File: config.mk
export PLATFORM = sky130hd
export DESIGN_NAME = whole_word_keyword_counter
export DESIGN_NICKNAME = d
export VERILOG_FILES = /design/src/hw/rtl/wwkc_pkg.sv /design/src/hw/rtl/wwkc_cell.sv /design/src/hw/rtl/wwkc_word.sv /design/src/hw/rtl/whole_word_keyword_counter.sv
export SDC_FILE = /design/constraint.sdc
export NUM_CORES = 1
export LEC_CHECK = 0
export ABC_CLOCK_PERIOD_IN_PS = 5900
export BUFFER_PORTS_ARGS = -buffer_cell sky130_fd_sc_hd__buf_2
export CAP_MARGIN = 20
export CORE_UTILIZATION = 60
export DETAILED_ROUTE_END_ITERATION = 10
export PLACE_DENSITY_LB_ADDON = 0.12
export REMOVE_ABC_BUFFERS = 1
export SYNTH_ARGS = -nofsm -noshare
export SYNTH_HDL_FRONTEND = slang
export SYNTH_HIERARCHICAL = 1
export SYNTH_SLANG_ARGS = --single-unit
File: constraint.sdc
create_clock -name clock -period 5.9 [get_ports clock]
set_input_delay 0.885 -clock clock [delete_from_list [all_inputs] [get_ports clock]]
set_output_delay 0.885 -clock clock [all_outputs]
set_load 0.01 [all_outputs]
File: src/hw/rtl/wwkc_pkg.sv
// Shared types, keyword table and byte-class helpers for the keyword counter.
`timescale 1ns / 1ps

package wwkc_pkg;

   localparam int WINDOW        = 12;
   localparam int NWORDS        = 6;
   localparam int KW_MAX        = 11;
   localparam int SEEN_BITS     = $clog2(WINDOW + 1);
   localparam int OUT_BITS      = 16;
   localparam int COUNT_BITS_DEF = 16;

   // Keyword text, first character in the most significant used byte.
   localparam logic [KW_MAX*8-1:0] KW_TEXT [NWORDS] = '{
      "data", "algorithm", "math", "generate", "link", "information"
   };
   localparam int KW_LEN [NWORDS] = '{4, 9, 4, 8, 4, 11};

   typedef logic [WINDOW-1:0][7:0] window_type;

   typedef struct packed {
      logic shift;   // push a folded byte into the window
      logic judge;   // check keywords ending at the judged window
      logic clear;   // page done, back to empty state
   } step_ctrl_type;

   function automatic logic [7:0] fold_byte(input logic [7:0] c);
      logic [7:0] r;
      r = c;
      if (c >= 8'd65 && c <= 8'd90) r = c + 8'd32;
      return r;
   endfunction

   function automatic logic is_sep(input logic [7:0] c);
      logic r;
      r = (c == 8'd32) || (c == 8'd9) || (c == 8'd10)
        || (c >= 8'd33 && c <= 8'd47) || (c >= 8'd58 && c <= 8'd64)
        || (c >= 8'd91 && c <= 8'd96) || (c >= 8'd123 && c <= 8'd126);
      return r;
   endfunction

endpackage

File: src/hw/rtl/wwkc_cell.sv
// One byte cell of the shifting text window.
`timescale 1ns / 1ps

module wwkc_cell (
   input  logic                  clock,
   input  logic                  reset,
   input  wwkc_pkg::step_ctrl_type ctrl,
   input  logic [7:0]            din,
   output logic [7:0]            dout
);
   import wwkc_pkg::*;

   logic [7:0] byte_ff;
   logic [7:0] byte_in;

   always_comb begin
      byte_in = byte_ff;
      if (ctrl.clear) byte_in = '0;
      else if (ctrl.shift) byte_in = din;
   end

   always_ff @(posedge clock) begin
      if (reset) byte_ff <= '0;
      else byte_ff <= byte_in;
   end

   assign dout = byte_ff;

endmodule

File: src/hw/rtl/wwkc_word.sv
// Matcher and saturating hit counter for one keyword.
`timescale 1ns / 1ps

module wwkc_word #(
   parameter int WORD_IDX   = 0,
   parameter int COUNT_BITS = wwkc_pkg::COUNT_BITS_DEF
) (
   input  logic                              clock,
   input  logic                              reset,
   input  wwkc_pkg::step_ctrl_type           ctrl,
   input  wwkc_pkg::window_type              win,
   input  logic [wwkc_pkg::SEEN_BITS-1:0]    seen,
   output logic [wwkc_pkg::OUT_BITS-1:0]     count_out
);
   import wwkc_pkg::*;

   localparam int LEN = KW_LEN[WORD_IDX];
   localparam logic [KW_MAX*8-1:0] TEXT = KW_TEXT[WORD_IDX];
   localparam logic [SEEN_BITS-1:0] LEN_S = SEEN_BITS'(LEN);

   logic [COUNT_BITS-1:0] count_ff;
   logic [COUNT_BITS-1:0] count_in;
   logic [COUNT_BITS-1:0] count_nx;
   logic                  text_ok;
   logic                  hit;

   always_comb begin
      text_ok = 1'b1;
      for (int k = 0; k < LEN; k++) begin
         if (win[WINDOW-LEN+k] != TEXT[(LEN-1-k)*8 +: 8]) text_ok = 1'b0;
      end
   end

   // page start before the word, or a separator just ahead of it
   assign hit = ctrl.judge && text_ok && (seen >= LEN_S)
             && ((seen == LEN_S) || is_sep(win[WINDOW-1-LEN]));

   assign count_nx = (hit && (count_ff != '1)) ? count_ff + 1'b1 : count_ff;

   always_comb begin
      count_in = count_nx;
      if (ctrl.clear) count_in = '0;
   end

   always_ff @(posedge clock) begin
      if (reset) count_ff <= '0;
      else count_ff <= count_in;
   end

   generate
      if (COUNT_BITS > OUT_BITS) begin : g_clamp
         assign count_out = (|count_nx[COUNT_BITS-1:OUT_BITS]) ? '1
                          : count_nx[OUT_BITS-1:0];
      end else if (COUNT_BITS == OUT_BITS) begin : g_same
         assign count_out = count_nx;
      end else begin : g_ext
         assign count_out = {{(OUT_BITS-COUNT_BITS){1'b0}}, count_nx};
      end
   endgenerate

endmodule

File: src/hw/rtl/whole_word_keyword_counter.sv
// Whole-word keyword counter: window cell chain, keyword counters, result register.
// Throughput: one text byte per cycle; a page-end byte stalls only while the
//   previous result word still waits on rsp_ready.
// Latency: the result word is valid the cycle after the page-end byte is taken.
// Reset: synchronous, active high; clears window, counters and result valid.
`timescale 1ns / 1ps

module whole_word_keyword_counter #(
   parameter int COUNT_BITS = wwkc_pkg::COUNT_BITS_DEF
) (
   input  logic                          clock,
   input  logic                          reset,
   input  logic                          req_valid,
   output logic                          req_ready,
   input  logic [7:0]                    req_text_byte,
   input  logic                          req_page_end,
   output logic                          rsp_valid,
   input  logic                          rsp_ready,
   output logic [wwkc_pkg::OUT_BITS-1:0] rsp_count_data,
   output logic [wwkc_pkg::OUT_BITS-1:0] rsp_count_algorithm,
   output logic [wwkc_pkg::OUT_BITS-1:0] rsp_count_math,
   output logic [wwkc_pkg::OUT_BITS-1:0] rsp_count_generate,
   output logic [wwkc_pkg::OUT_BITS-1:0] rsp_count_link,
   output logic [wwkc_pkg::OUT_BITS-1:0] rsp_count_information
);
   import wwkc_pkg::*;

   localparam logic [SEEN_BITS-1:0] WIN_S = SEEN_BITS'(WINDOW);

   // input side
   logic          accept;
   logic [7:0]    folded;
   logic          byte_zero;
   logic          byte_sep;
   logic          live;
   step_ctrl_type ctrl;

   // window chain: index WINDOW-1 holds the newest byte
   window_type    win_old;
   window_type    win_new;
   window_type    win_judge;

   logic [SEEN_BITS-1:0] seen_ff,    seen_in;
   logic [SEEN_BITS-1:0] seen_new;
   logic [SEEN_BITS-1:0] seen_judge;
   logic                 stopped_ff, stopped_in;

   // result register
   logic                rsp_valid_ff, rsp_valid_in;
   logic [OUT_BITS-1:0] counts_now [NWORDS];
   logic [OUT_BITS-1:0] counts_ff  [NWORDS];
   logic [OUT_BITS-1:0] counts_in  [NWORDS];

   // Non-final bytes always flow; a final byte needs the result slot free.
   assign req_ready = !rsp_valid_ff || rsp_ready || !req_page_end;
   assign accept    = req_valid && req_ready;

   assign folded    = fold_byte(req_text_byte);
   assign byte_zero = (req_text_byte == 8'd0);
   assign byte_sep  = is_sep(folded);
   assign live      = !stopped_ff;

   // Words are judged before a separator enters the window, when a zero byte
   // arrives (never entering), or at page end with the last byte already in. A
   // separator on the last byte cannot end a keyword, so one judge per byte is enough.
   assign ctrl.shift = accept && live && !byte_zero;
   assign ctrl.judge = accept && live && (byte_zero || byte_sep || req_page_end);
   assign ctrl.clear = accept && req_page_end;

   assign seen_new = (seen_ff < WIN_S) ? seen_ff + 1'b1 : seen_ff;

   always_comb begin
      for (int i = 0; i < WINDOW - 1; i++) win_new[i] = win_old[i+1];
      win_new[WINDOW-1] = folded;
   end

   assign win_judge  = (byte_zero || byte_sep) ? win_old : win_new;
   assign seen_judge = (byte_zero || byte_sep) ? seen_ff : seen_new;

   genvar gi;
   generate
      for (gi = 0; gi < WINDOW; gi++) begin : g_cell
         wwkc_cell u_cell (
            .clock (clock),
            .reset (reset),
            .ctrl  (ctrl),
            .din   (win_new[gi]),
            .dout  (win_old[gi])
         );
      end
      for (gi = 0; gi < NWORDS; gi++) begin : g_word
         wwkc_word #(
            .WORD_IDX   (gi),
            .COUNT_BITS (COUNT_BITS)
         ) u_word (
            .clock     (clock),
            .reset     (reset),
            .ctrl      (ctrl),
            .win       (win_judge),
            .seen      (seen_judge),
            .count_out (counts_now[gi])
         );
      end
   endgenerate

   always_comb begin
      seen_in    = seen_ff;
      stopped_in = stopped_ff;
      if (ctrl.clear) begin
         seen_in    = '0;
         stopped_in = 1'b0;
      end else begin
         if (ctrl.shift) seen_in = seen_new;
         if (accept && live && byte_zero) stopped_in = 1'b1;
      end
   end

   always_comb begin
      rsp_valid_in = rsp_valid_ff;
      counts_in    = counts_ff;
      if (ctrl.clear) begin
         rsp_valid_in = 1'b1;
         counts_in    = counts_now;
      end else if (rsp_ready) begin
         rsp_valid_in = 1'b0;
      end
   end

   always_ff @(posedge clock) begin
      if (reset) begin
         seen_ff      <= '0;
         stopped_ff   <= 1'b0;
         rsp_valid_ff <= 1'b0;
      end else begin
         seen_ff      <= seen_in;
         stopped_ff   <= stopped_in;
         rsp_valid_ff <= rsp_valid_in;
      end
   end

   // payload only, no reset needed
   always_ff @(posedge clock) begin
      counts_ff <= counts_in;
   end

   assign rsp_valid             = rsp_valid_ff;
   assign rsp_count_data        = counts_ff[0];
   assign rsp_count_algorithm   = counts_ff[1];
   assign rsp_count_math        = counts_ff[2];
   assign rsp_count_generate    = counts_ff[3];
   assign rsp_count_link        = counts_ff[4];
   assign rsp_count_information = counts_ff[5];

endmodule

Yosys cells after proc, flatten, opt, wreduce, memory -nomap -nowiden
Cells that the tools add are included.

storage, ports and cells
  register bits = 294
  input port bits = 13
  word-level logic and storage cells = 290

operators by class
  $add $sub $neg = 8
  $lt $le $gt $ge = 47
  eq/ne operators = 60
  muxes and demuxes = 52
  reductions and logical operators = 96

operators with widths
  cell                     count
  $ne A8 B7 Y1 const B     35
  $le A8 B7 Y1 const B     16
  $add A16 B1 Y16 const B  6
  $mux W16                 6
  $mux W96                 1
  $ne A16 B16 Y1 const B   6
  $ge A8 B7 Y1 const B     11
  $eq A8 B4 Y1 const B     10
  $ge A8 B6 Y1 const B     10
  $logic_and A1 B1 Y1      51
  $mux W1                  42
  $eq A8 B6 Y1 const B     5
  $le A8 B6 Y1 const B     5
  $logic_or A1 B1 Y1       38
  $eq A4 B4 Y1 const B     3
  $ge A4 B4 Y1 const B     3
  $add A8 B6 Y8 const B    1
  $logic_not A8 Y1         1
  $mux W4                  2
  $mux W8                  1
  $add A4 B1 Y4 const B    1
  $eq A4 B3 Y1 const B     1
  $ge A4 B3 Y1 const B     1
  $logic_not A1 Y1         4
  3 further kinds          3

Depth between registers and ports, before layout
  depth after elaboration = 29
  mapped depth = 16
  gate-level depth less buffers = 13

By module
Netlist, hierarchy kept.

modules (own cells, without submodules)
  module                         times used  cells an instance  area each (µm²)  seq. area each (µm²)
  whole_word_keyword_counter     1           273                4609.4           3002.9
  wwkc_cell                      12          27                 295.3            160.2
  wwkc_word at g_word[3].u_word  1           180                1576.5           320.3
  wwkc_word at g_word[5].u_word  1           164                1398.8           320.3
  wwkc_word at g_word[1].u_word  1           154                1207.4           320.3
  wwkc_word at g_word[4].u_word  1           153                1206.2           320.3
  wwkc_word at g_word[0].u_word  1           151                1173.6           320.3
  wwkc_word at g_word[2].u_word  1           158                1156.1           320.3

Worst setup path before layout
OpenSTA, ideal clock, no wires.

  path type = in2reg
  start = in req_text_byte[1]
  end = reg counts_ff (netlist bit rsp_count_information[10]) (data pin)
  arrival = 4.797 ns
  required time = 5.642 ns
  slack = 0.845 ns
  stages = 15
  path through = or4_1 -> o31a_1 -> o21a_1 -> o41ai_2 -> buf_4 -> buf_6 -> mux2_1 -> or4b_1 -> nor4_1 -> nand4_1 -> a211o_1 -> nor3_4 -> buf_6 -> nand4_4 -> xnor2_1

RTL lines
  item                  RTL line                           source
  from (decl)           whole_word_keyword_counter.sv:15   input logic [7:0] req_text_byte,
  to (signal assigned)  whole_word_keyword_counter.sv:143  counts_ff <= counts_in;
  to (decl)             whole_word_keyword_counter.sv:51   logic [OUT_BITS-1:0] counts_ff [NWORDS];

==> results.json <==
{
  "status": "finished clean",
  "yosysWarnings": 6,
  "floorplan.initialDensity_pct": 61.1,
  "fin_crit_ns": 5.22,
  "end_kind": "flop",
  "fp.dieW_um": 165,
  "grt.overflow.total": 0,
  "clockBufferDepth": 3,
  "finalCritPeriodShare_pct": 88.5,
  "multi_input_area_um2": 8480,
  "muxShareOfSynthArea_pct": 16.0,
  "layout-drive-gt1-share_pct": 15.1,
  "grt.busiest_layer": "met2",
  "finalNetCount": 1694,
  "synth_ff_type": "dfxtp_1",
  "post_cts_resized": 0,
  "synth_top_area_cell": "dfxtp_1",
  "cp_max_fo": 35,
  "drt_pass1_iterations": 5,
  "syn_avg_cell_area_um2": 10.2,
  "grt_antenna_before_repair": 0,
  "cp_data_required_time_ns": 6.22,
  "grt_pass1_vias": 11600,
  "min_path_type": "reg -> reg",
  "synth_adder_area_share_pct": 0.631,
  "ys_types": 89,
  "worstMarginPinSlew_ns": 1.02,
  "power.density_nw_per_um2": 245,
  "num-fill-cells": 2015,
  "met3_usage_pct": 3.64,
  "synth-compound-area-share_pct": 7.28,
  "setup_viol": 0,
  "grt_use_met2_pct": 45.9,
  "num_vias": 12600,
  "rsz0062_at_grt": "no",
  "critPathKind": "in -> reg",
  "netlist_area_um2": 15900,
  "synth_edf_count": 96,
  "die_y_um": 165,
  "die_area_um2": 27100,
  "core_area_um2": 26000,
  "post-dp-hpwl_um": 25500,
  "path_clk_slew_ns": 0.06,
  "hold-worst-slack_ns": 0.495,
  "fmax_mhz": 191,
  "cp-start-kind": "input pin",
  "cts_hold_buf": 0,
  "synth-xor-area-share_pct": 2.65,
  "syn_to_final_growth_pct": 11.9,
  "cts_buffers": 31,
  "grt_use_met1_pct": 35.4,
  "synth.most_common_cell": "dfxtp_1",
  "yosys.area_share.simple_pct": 26.7,
  "routedWlPerCell_um": 18.2,
  "n_antenna_cell": 0,
  "clock_latency_ns": 0.58,
  "synth_top_area_share_pct": 25.0,
  "synth_cells": 1557,
  "grt_max_degree": 77,
  "leakage_nw": 6.95,
  "fin_skew_ns": 0.0131,
  "drt-total-wl_um": 36900,
  "post-route-drc-count": 0,
  "cts_tree": "done",
  "numPortBuffers": 110,
  "row_count": 59,
  "yosys-top-cells-area": "dfxtp_1 (25%), edfxtp_1 (18%), mux2i_1 (8.7%)",
  "gp_congestion": 0.942,
  "synth_common_cells": "dfxtp_1 (198), mux2i_1 (138), nand2_1 (135), nor2_1 (134), mux2_1 (97)",
  "tns_ns": 0,
  "ant_nets": 0,
  "grtUsageTotal_pct": 27.0,
  "regArea_um2": 6850,
  "synth_top_family_by_area": "simple AND/OR/NAND/NOR gates",
  "finalHoldViolations": 0,
  "root_buffer": "clkbuf_16",
  "synth_seq_cells": 294,
  "ys_seq_area_share_pct": 43.1,
  "max-slew-margin-rel_pct": 31.7,
  "cts.sinks": 294,
  "num_io_pins": 111,
  "grt_pass1_wl_um": 59300,
  "slew_viol_final": 0,
  "cp_data_arrival_time_ns": 5.54,
  "ys_async_sr_fraction_pct": 0,
  "vias_per_cell": 6.18,
  "drt_iter0_drc": 875,
  "vdd_ir_drop_max_mv": 0.297,
  "cts_setup_buffers": 0,
  "h-tree-depth": 1,
  "drv_cap": 0
}
-- per-stage QoR --
stage	utilization, %	setup slack, ns	instances	instance area (µm²)	power, mW
after floorplan	-	-5.82	1489	15400	2.40
after global placement	64.3	0.231	1973	16700	2.46
after detailed placement	64.3	0.179	1973	16700	2.47
after CTS	68.2	0.765	2031	17700	4.39
after global routing	68.4	0.421	2033	17800	4.49
final	68.4	0.678	2033	17800	4.36
-- critical path, cell delays in order --
cell and delay [ns]:
buf_2 0.15, or4_1 0.58, o31a_1 0.30, o21a_1 0.13, o41ai_4 0.37, buf_12 0.26
mux2_1 0.40, nor4b_1 0.55, buf_4 0.20, nand4_1 0.12, or4_1 0.61, a2111oi_2 0.37
buf_4 0.20, nor3b_1 0.27, a21oi_1 0.12
-- state kept, by name (all words and copies together) (netlist names), 4 cells and up --
register and count:
g_cell.u_cell/dout 96, g_word.u_word/count_ff 96, rsp_count_algorithm 16, rsp_count_data 16, rsp_count_information 16, rsp_count_link 16
rsp_count_math 16, seen_ff 4, rsp_count_generate 16
-- cell usage in the layout (no fill, tap or decap), types with 6 or more instances in the layout --
cell	count
nand3_2	13
nand2_1	135
or2_1	15
o21ai_0	27
nand2b_1	7
or4_1	30
and3_1	24
mux2_1	97
clkinv_1	6
o31ai_1	19
and2_1	15
or4_4	6
clkinv_2	6
or3_1	74
nor4b_1	16
o21ai_1	10
ha_1	8
and4b_1	10
inv_1	21
buf_2	110
edfxtp_1	96
or2_2	6
xor2_1	13
xnor2_1	35
nor3_1	20
nor2_1	134
clkbuf_16	32
nor4_1	16
dfxtp_1	198
buf_4	36
a21oi_1	61
nand4b_1	26
a211oi_1	7
or4b_1	6
nor4bb_1	26
nand4_1	41
and4_1	10
nand3_1	36
mux2i_1	138
-- per-layer routing --
metal	wire, µm	vias to the layer above	part of all wire [%]
li1	-	6133	-
met3	1770	72	4.8
met1	16300	6023	44
met5	0	-	0
met4	1040	0	2.8
met2	17800	331	48
-- cell families (layout without fill, tap and decap cells) --
logic type / count (synthesis) / count (layout)
AOI/OAI and AO/OA: 175 / 175
xor gates and xnor gates: 48 / 48
adders and majority gates: 8 / 8
buffers and inverters: 89 / 230
DFF: 294 / 294
muxes: 240 / 240
and+or+nand+nor: 703 / 703
-- path summary, 6_finish.rpt --
kind / to / slack, ns / from / cells after the start
setup reg to reg: rsp_count_information[12]$_DFFE_PP_ / 2.44 / seen_ff[0]$_SDFFE_PP0P_ / 9
hold reg to reg: g_word[4].u_word/count_ff[10]$_SDFF_PP0_ / 0.50 / g_word[4].u_word/count_ff[10]$_SDFF_PP0_ / 2
hold / removal: g_word[4].u_word/count_ff[10]$_SDFF_PP0_ / 0.50 / g_word[4].u_word/count_ff[10]$_SDFF_PP0_ / 2
setup / recovery: rsp_count_generate[14]$_DFFE_PP_ / 0.68 / req_text_byte[1] / 15
-- power breakdown --
| group | internal [mW] | switching (mW) | total, mW |
|---|---|---|---|
| clock | 1.12 | 0.810 | 1.93 |
| combinational | 0.110 | 0.180 | 0.290 |
| sequential | 2.12 | 0.0155 | 2.14 |
-- cell type report --
class,count,share of cell area (%)
sequential,294,38.5
inverter,21,0.444
clock inverter,18,0.873
multi-input combinational,1174,47.7
timing repair buffer,151,5.23
clock buffer,40,4.85
tap,335,2.36
No activity file was read; power rests on OpenSTA's default activity.
